`config.mk`:
```
export PLATFORM = sky130hd
export DESIGN_NAME = point_in_polygon_vertical_crossing
export DESIGN_NICKNAME = d
export VERILOG_FILES = /design/src/hw/rtl/pipv_pkg.sv /design/src/hw/rtl/pipv_cell.sv /design/src/hw/rtl/pipv_cross.sv /design/src/hw/rtl/point_in_polygon_vertical_crossing.sv
export SDC_FILE = /design/constraint.sdc
export NUM_CORES = 2
export LEC_CHECK = 0
export BUFFER_PORTS_ARGS = -buffer_cell sky130_fd_sc_hd__buf_2
export CAP_MARGIN = 20
export CORE_ASPECT_RATIO = 1.5
export CORE_MARGIN = 8
export CORE_UTILIZATION = 60
export CTS_BUF_LIST = sky130_fd_sc_hd__clkbuf_4
export DETAILED_ROUTE_END_ITERATION = 16
export MAX_ROUTING_LAYER = met4
export PLACE_DENSITY = 0.76
export SLEW_MARGIN = 20
export SYNTH_ARGS = -nofsm -noshare
export SYNTH_HDL_FRONTEND = slang
export SYNTH_SLANG_ARGS = --single-unit
export TNS_END_PERCENT = 30
```
`constraint.sdc`:
```
create_clock -name clk -period 6.78 [get_ports clk]
set_input_delay 0 -clock clk [delete_from_list [all_inputs] [get_ports clk]]
set_output_delay 0 -clock clk [all_outputs]
set_load 0.1 [all_outputs]
```
`src/hw/rtl/pipv_pkg.sv`:
```
`timescale 1ns / 1ps
`default_nettype none

package pipv_pkg;

	localparam int CoordW = 16;
	localparam int DiffW  = CoordW + 1;
	localparam int ProdW  = 2 * DiffW;

	typedef enum logic [1:0] {
		OP_CLEAR  = 2'd0,
		OP_APPEND = 2'd1,
		OP_QUERY  = 2'd2
	} op_e;

	typedef enum logic [1:0] {
		ST_IDLE,
		ST_RUN,
		ST_DRAIN,
		ST_DONE
	} state_e;

	typedef struct packed {
		logic [1:0]               operation;
		logic signed [CoordW-1:0] coord_x;
		logic signed [CoordW-1:0] coord_y;
	} item_t;

	typedef struct packed {
		logic inside_res;
		logic status;
	} result_t;

	typedef struct packed {
		logic signed [CoordW-1:0] x;
		logic signed [CoordW-1:0] y;
	} vertex_t;

	// Status of the crossing evaluator as seen by the sequencer.
	typedef struct packed {
		logic busy;
		logic in_poly;
	} cross_stat_t;

endpackage

`default_nettype wire

```
`src/hw/rtl/pipv_cell.sv`:
```
`timescale 1ns / 1ps
`default_nettype none

// One vertex of the ring. It either takes a newly appended vertex or the
// vertex of its neighbour while the ring rotates.
module pipv_cell (
	input  wire logic             clk,
	input  wire logic             shift,
	input  wire logic             load,
	input  wire pipv_pkg::vertex_t load_v,
	input  wire pipv_pkg::vertex_t next_v,
	output pipv_pkg::vertex_t     v
);

	pipv_pkg::vertex_t v_q;

	always_ff @(posedge clk) begin
		if (load) begin
			v_q <= load_v;
		end else if (shift) begin
			v_q <= next_v;
		end
	end

	assign v = v_q;

endmodule

`default_nettype wire

```
`src/hw/rtl/pipv_cross.sv`:
```
`timescale 1ns / 1ps
`default_nettype none

// Crossing evaluator. Takes one segment per cycle (earlier vertex held in
// prev_q, later vertex at the head of the ring) and keeps the parity of
// crossings below the point and whether any crossing lies at or above it.
module pipv_cross (
	input  wire logic                 clk,
	input  wire logic                 arst_n,
	input  wire logic                 start,
	input  wire logic                 feed,
	input  wire logic                 seg_vld,
	input  wire pipv_pkg::vertex_t    head,
	input  wire pipv_pkg::vertex_t    point,
	output pipv_pkg::cross_stat_t     stat
);

	localparam int CoordW = pipv_pkg::CoordW;
	localparam int DiffW  = pipv_pkg::DiffW;
	localparam int ProdW  = pipv_pkg::ProdW;

	pipv_pkg::vertex_t prev_q;

	logic signed [CoordW-1:0] xe, ye, xl, yl, px, py;
	logic                     covers;

	logic                     vld_s1;
	logic signed [DiffW-1:0]  a_s1, b_s1, c_s1, d_s1;
	logic                     vld_s2;
	logic                     dneg_s2;
	logic signed [ProdW-1:0]  p_s2, q_s2;
	logic                     below;
	logic                     odd_q;
	logic                     above_q;

	assign xe = prev_q.x;
	assign ye = prev_q.y;
	assign xl = head.x;
	assign yl = head.y;
	assign px = point.x;
	assign py = point.y;

	// Half-open span: the later vertex's x is included, the earlier one's is not.
	// A vertical segment never covers.
	assign covers = ((px >= xl) && (px < xe)) || ((px > xe) && (px <= xl));

	always_ff @(posedge clk) begin
		if (feed) begin
			prev_q <= head;
		end
	end

	always_ff @(posedge clk) begin
		a_s1    <= $signed({ye[CoordW-1], ye}) - $signed({yl[CoordW-1], yl});
		b_s1    <= $signed({px[CoordW-1], px}) - $signed({xl[CoordW-1], xl});
		c_s1    <= $signed({py[CoordW-1], py}) - $signed({yl[CoordW-1], yl});
		d_s1    <= $signed({xe[CoordW-1], xe}) - $signed({xl[CoordW-1], xl});
		p_s2    <= a_s1 * b_s1;
		q_s2    <= c_s1 * d_s1;
		dneg_s2 <= d_s1[DiffW-1];
	end

	// The crossing lies below the point when (ye-yl)(x-xl)/d < y-yl, with the
	// comparison flipped when d is negative.
	assign below = dneg_s2 ? (p_s2 > q_s2) : (p_s2 < q_s2);

	always_ff @(posedge clk or negedge arst_n) begin
		if (!arst_n) begin
			vld_s1  <= 1'b0;
			vld_s2  <= 1'b0;
			odd_q   <= 1'b0;
			above_q <= 1'b0;
		end else begin
			vld_s1 <= seg_vld && covers;
			vld_s2 <= vld_s1;
			if (start) begin
				odd_q   <= 1'b0;
				above_q <= 1'b0;
			end else if (vld_s2) begin
				if (below) begin
					odd_q <= ~odd_q;
				end else begin
					above_q <= 1'b1;
				end
			end
		end
	end

	assign stat.busy    = vld_s1 | vld_s2;
	assign stat.in_poly = above_q & odd_q;

endmodule

`default_nettype wire

```
`src/hw/rtl/point_in_polygon_vertical_crossing.sv`:
```
`timescale 1ns / 1ps
`default_nettype none

// Point-in-polygon test by counting crossings along a vertical line.
// Input channel (item_valid / item_stall / item): each transaction carries an
// operation (clear the vertex table, append a vertex, query a point) and a
// signed coordinate pair. Output channel (result_valid / result_stall /
// result): exactly one transaction per input transaction, in order, with the
// query answer and a flag that marks an append dropped on a full table.
// The vertices live in a ring of MAX_VERTICES cells. A query rotates the whole
// ring once, one cell per cycle, so that every consecutive vertex pair passes
// a single crossing evaluator; the ring is back in its original order when the
// rotation ends. A query's answer waits until segments at the very end of a
// nearly full table have left the evaluator's two pipeline stages, then goes
// to a pending result register and on to the output register. A clear, an
// append and a query on an empty table skip the rotation and go straight to
// the pending register. The next transaction is accepted in the cycle after
// the result is loaded at the earliest; one transaction is in work at a time.
// The result sits in an output register: while the receiver stalls, a new
// input transaction is still accepted and worked on, and its result waits in
// the block until the output register is free.
// Reset empties the vertex table and the output register; the vertex cells
// themselves are not cleared, since only entries below the count are read.
module point_in_polygon_vertical_crossing #(
	parameter int MAX_VERTICES = 64
) (
	input  wire logic             clk,
	input  wire logic             arst_n,
	input  wire logic             item_valid,
	output logic                  item_stall,
	input  wire pipv_pkg::item_t  item,
	output logic                  result_valid,
	input  wire logic             result_stall,
	output pipv_pkg::result_t     result
);

	localparam int StepW = (MAX_VERTICES > 1) ? $clog2(MAX_VERTICES) : 1;
	localparam int CntW  = $clog2(MAX_VERTICES + 1);

	pipv_pkg::state_e      state_q, state_d;
	logic [StepW-1:0]      step_q;
	logic [CntW-1:0]       count_q;
	pipv_pkg::vertex_t     qry_q;
	pipv_pkg::result_t     res_q;
	pipv_pkg::result_t     result_q;
	logic                  result_valid_q;

	pipv_pkg::vertex_t     cell_v [MAX_VERTICES];
	pipv_pkg::vertex_t     item_v;
	pipv_pkg::cross_stat_t cstat;

	logic accept;
	logic is_clear, is_append, is_query;
	logic full, empty;
	logic run, step_last, seg_vld;
	logic out_free;
	logic res_from_item, res_from_cross, out_load;

	assign item_stall = (state_q != pipv_pkg::ST_IDLE);
	assign accept     = item_valid && !item_stall;

	assign is_clear  = (item.operation == pipv_pkg::OP_CLEAR);
	assign is_append = (item.operation == pipv_pkg::OP_APPEND);
	assign is_query  = (item.operation == pipv_pkg::OP_QUERY);

	assign full  = (count_q == CntW'(MAX_VERTICES));
	assign empty = (count_q == '0);

	assign item_v.x = item.coord_x;
	assign item_v.y = item.coord_y;

	assign run       = (state_q == pipv_pkg::ST_RUN);
	assign step_last = (step_q == StepW'(MAX_VERTICES - 1));
	// At step k the head of the ring shows vertex k, so segment k-1 is present
	// for every k from 1 up to the last stored vertex.
	assign seg_vld   = run && (step_q != '0) && (CntW'(step_q) < count_q);
	assign out_free  = !result_valid_q || !result_stall;

	// Vertex ring: cell i holds vertex i and takes cell i+1 when rotating.
	for (genvar i = 0; i < MAX_VERTICES; i++) begin : g_cell
		pipv_cell u_cell (
			.clk    (clk),
			.shift  (run),
			.load   (accept && is_append && (count_q == CntW'(i))),
			.load_v (item_v),
			.next_v (cell_v[(i + 1) % MAX_VERTICES]),
			.v      (cell_v[i])
		);
	end

	pipv_cross u_cross (
		.clk     (clk),
		.arst_n  (arst_n),
		.start   (accept && is_query),
		.feed    (run),
		.seg_vld (seg_vld),
		.head    (cell_v[0]),
		.point   (qry_q),
		.stat    (cstat)
	);

	always_ff @(posedge clk or negedge arst_n) begin
		if (!arst_n) begin
			state_q <= pipv_pkg::ST_IDLE;
		end else begin
			state_q <= state_d;
		end
	end

	always_comb begin
		state_d        = state_q;
		res_from_item  = 1'b0;
		res_from_cross = 1'b0;
		out_load       = 1'b0;
		unique case (state_q)
			pipv_pkg::ST_IDLE: begin
				if (accept) begin
					if (is_query && !empty) begin
						state_d = pipv_pkg::ST_RUN;
					end else begin
						res_from_item = 1'b1;
						state_d       = pipv_pkg::ST_DONE;
					end
				end
			end
			pipv_pkg::ST_RUN: begin
				if (step_last) begin
					state_d = pipv_pkg::ST_DRAIN;
				end
			end
			pipv_pkg::ST_DRAIN: begin
				if (!cstat.busy) begin
					res_from_cross = 1'b1;
					state_d        = pipv_pkg::ST_DONE;
				end
			end
			pipv_pkg::ST_DONE: begin
				if (out_free) begin
					out_load = 1'b1;
					state_d  = pipv_pkg::ST_IDLE;
				end
			end
			default: begin
				state_d = pipv_pkg::ST_IDLE;
			end
		endcase
	end

	// Vertex count and rotation step.
	always_ff @(posedge clk or negedge arst_n) begin
		if (!arst_n) begin
			count_q <= '0;
			step_q  <= '0;
		end else begin
			if (accept && is_clear) begin
				count_q <= '0;
			end else if (accept && is_append && !full) begin
				count_q <= count_q + CntW'(1);
			end
			if (accept) begin
				step_q <= '0;
			end else if (run) begin
				step_q <= step_q + StepW'(1);
			end
		end
	end

	// Query point and the pending result.
	always_ff @(posedge clk) begin
		if (accept && is_query) begin
			qry_q <= item_v;
		end
		if (res_from_item) begin
			res_q.inside_res <= is_query && empty;
			res_q.status     <= is_append && full;
		end else if (res_from_cross) begin
			res_q.inside_res <= cstat.in_poly;
			res_q.status     <= 1'b0;
		end
		if (out_load) begin
			result_q <= res_q;
		end
	end

	always_ff @(posedge clk or negedge arst_n) begin
		if (!arst_n) begin
			result_valid_q <= 1'b0;
		end else if (out_load) begin
			result_valid_q <= 1'b1;
		end else if (!result_stall) begin
			result_valid_q <= 1'b0;
		end
	end

	assign result_valid = result_valid_q;
	assign result       = result_q;

endmodule

`default_nettype wire

```
==> metrics.md <==
| Metric | Value |
|---|---|
| Outcome | complete, no violations |
| DR WL/cell | 26.0 um |
| DIE AREA | about 210000 um^2 |
| Clk Latency, worst-skew pair | 1.24 ns |
| Vert. Die Dim | 561 um |
| H-tree depth | 6 |
| Fmax achieved | approximately 150 MHz |
| Vias per inst | 5.90 |
| Post-synth EDFFs | 2116 |
| Yosys warns | 0 |
| Crit start category | flip-flop |
| Unrepaired setup endpoints after global routing | false |
| Die Span X | about 380 um |
| Area of the multi-input gates | roughly 47000 um^2 |
| Slowest CP cell | dfxtp_1 |
| Syn_area_per_cell | about 15 um^2 |
| Final Wtd Congestion | between 0.9 and 1 |
| Rows | 200 |
| Port buffer count | slightly above 40 |
| Crit path time final | 6.54 ns |
| Rel. slew slack | approximately 22% |
| Synth Register Bits | between 2000 and 2500 |
| Ys flop type | edfxtp_1 |
| Post-synth top area share | around 53% |
| Max-Cap Viols | 0 |
| Clock transition at path regs | about 0.08 ns |
| Pins Over Slew Limit | 0 |
| Initial antenna violation count | 19 |
| Crit-path max cell delay | approximately 0.6 ns |
| Setup Fix Bufs, Post-CTS | 0 |
| Final Setup Violations | 0 |
| Crit path required time | roughly 7.9 ns |
| First-pass GRT wire length | about 450000 um |
| Syn Nets | around 9000 |
| Register Area | 66800 um^2 |
| Post-DP HPWL | approximately 190000 um |
| Crit end category | flip-flop |
| DRT iter0 DRCs | roughly 5200 |
| Core footprint | between 150000 and 200000 um^2 |
| Detailed Route WL | approximately 300000 um |
| CP dominant cell by count | fa_1 |
| Cell area after synthesis | approximately 120000 um^2 |
| Critical Setup Path Class | flip-flop to flip-flop |
| Final Cycle Share | between 90% and 100% |
| Max FO, Critical Path | 12 |
| HP Class | input port to flip-flop |
| Num ports | 42 |
| TritonCTS Buffers | roughly 540 |
| Routed vias | a little under 70000 |
| Seq/Total Area, Yosys | around 56% |
| Fin cells | 11400 |
| Endpoints failing hold | 0 |
| Clk sinks | 2273 |
| Top cells by area, synth | edfxtp_1 53%, mux2_2 19%, fa_1 10% |
| Setup_tns | 0 ns |
| Clk buf depth | 4 |
| Synth area leader | edfxtp_1 |
| Detail Route Antenna Nets | 0 |
| Initial cell density of the core | 60.2% |
| Ys async rst share | less than 1% |
| Layout Skew | ~0.13 ns |
| Share of layout cells above drive strength 1 | 36.4% |
| Critical path data arrival time | ~7.6 ns |
| CTS tree | done |
| Gr usage total | between 20% and 30% |
| First drt pass iteration count | 7 |
| Vias in the first global route | ~72000 |
| Post-synth cell types | 71 |
| Critical-path cell list | buf_4, nand2_1, fa_1, inv_1, fa_1, fa_1, fa_1, fa_1, inv_1, fa_1, inv_1, ha_1, a21oi_1, nor2b_1, nor3_1, o2111ai_2, a31o_2, a41oi_1, o2bb2ai_1, xnor2_1 |
| Slew at the pin closest to its max-slew limit | 1.17 ns |
| Nets@finish | slightly above 9000 |
| Fillcell total | approximately 14000 |
| Post-Syn Instances | about 8000 |
| Dpl cells | roughly 10000 |
| Drc violations | 0 |
| Area grow syn2layout | 9.34% |
| Root buffer cell | clkbuf_4 |
| Delay-heaviest family, CP | adder cells |
| Largest net degree at the start of global routing | between 60 and 70 |
| Worst path bufs/invs | 4 |
| Grt total ovfl | 0 |
[cells in the mapped netlist (19+ instances only)]
cell type,number
clkbuf_1,283
a21o_1,34
nand2_1,462
o21a_1,33
o21ai_0,67
nor2_1,149
nand3_1,40
ha_1,301
nor3_1,45
fa_1,596
and2_1,299
mux2_2,2048
nor2b_1,20
inv_1,736
edfxtp_1,2116
nand2b_1,24
dfrtp_1,20
xnor2_1,96
buf_1,224
a21oi_1,92
xor2_1,19
dfxtp_1,137
[what timing repair did]
item / in CTS / in global routing
endpoints found under the hold margin: 1996 / 13
pin swaps: 0 / 0
resized for setup: 1 / 18
setup endpoints to repair: 2 / 14
hold buffers: 71 / 1
[path summary, 6_finish.rpt]
path / cells after the start / startpoint / slack, ns / to
min reg2reg: 0 / u_cross.vld_s1 / 0.41 / u_cross.vld_s2
min in group asynchronous: 5 / arst_n / 0.48 / state_q[0]
max reg2reg: 20 / u_cross.a_s1[11] / 0.24 / u_cross.p_s2[33]
max in group asynchronous: 5 / arst_n / 5.89 / count_q[4]
max: 20 / u_cross.a_s1[11] / 0.24 / u_cross.p_s2[33]
min: 2 / item[16] / 0.12 / qry_q[16]
[flip-flops by register name (all words and copies together) (netlist names), 2 cells and up]
register	flops
g_cell.u_cell.v	2048
u_cross.p_s2	34
u_cross.q_s2	34
qry_q	32
u_cross.a_s1	17
u_cross.b_s1	17
u_cross.c_s1	17
u_cross.d_s1	17
u_cross.xe	16
u_cross.ye	16
count_q	7
step_q	6
res_q	2
result	2
state_q	2
[per-layer routing]
layer	wire, um	vias to the layer above	track usage [%]
met2	153000	2367	48.6
met3	15900	814	4.43
met1	107000	34500	32.1
met5	0	-	-
met4	21300	0	17.3
li1	-	29600	-
[per-stage QoR]
| stage | worst slack [ns] | instance area, um^2 | hold WS, ns | utilization [%] |
|---|---|---|---|---|
| 3_3_place_gp | 0.0560 | 122000 | 0.000521 | 61.9 |
| 6_report | 0.238 | 130000 | 0.121 | 65.8 |
| 5_1_grt | 0.00463 | 130000 | 0.0735 | 65.8 |
| 4_1_cts | 0.0494 | 130000 | 0.00125 | 65.8 |
| 3_5_place_dp | 0.0222 | 122000 | 0.00662 | 61.9 |
| 2_1_floorplan | 0.785 | 119000 | -0.296 | - |
[cell type report]
type,instances,share of cell area (%)
tap,2626,2.53
timing repair buffer,337,2.09
sequential,2273,51.4
clock buffer,764,4.41
antenna,21,0.0404
multi-input combinational,4509,36.5
inverter,736,2.13
clock inverter,139,0.914
[cell families after synthesis]
| logic type | count (synthesis) | share of synthesized area [%] |
|---|---|---|
| compound gates | 338 | 1.90 |
| xor+xnor | 115 | 0.847 |
| fa+ha+maj | 897 | 13.2 |
| buf+inv | 1251 | 3.96 |
| flops | 2273 | 56.2 |
| mux | 2052 | 19.4 |
| simple gates | 1107 | 4.49 |
[cell usage in the layout, fill, tap and decap left out, types with 149 or more instances in the layout]
master,Yosys,routed
nor2_1,149,149
nand2_1,462,454
clkbuf_4,0,764
mux2_2,2048,2048
fa_1,596,596
buf_4,0,253
and2_1,299,299
ha_1,301,300
inv_1,736,735
edfxtp_1,2116,2116
Power is left out: the tool's default activity adds up to more than one toggle a clock period on the data nets, which glitch-free logic cannot reach.
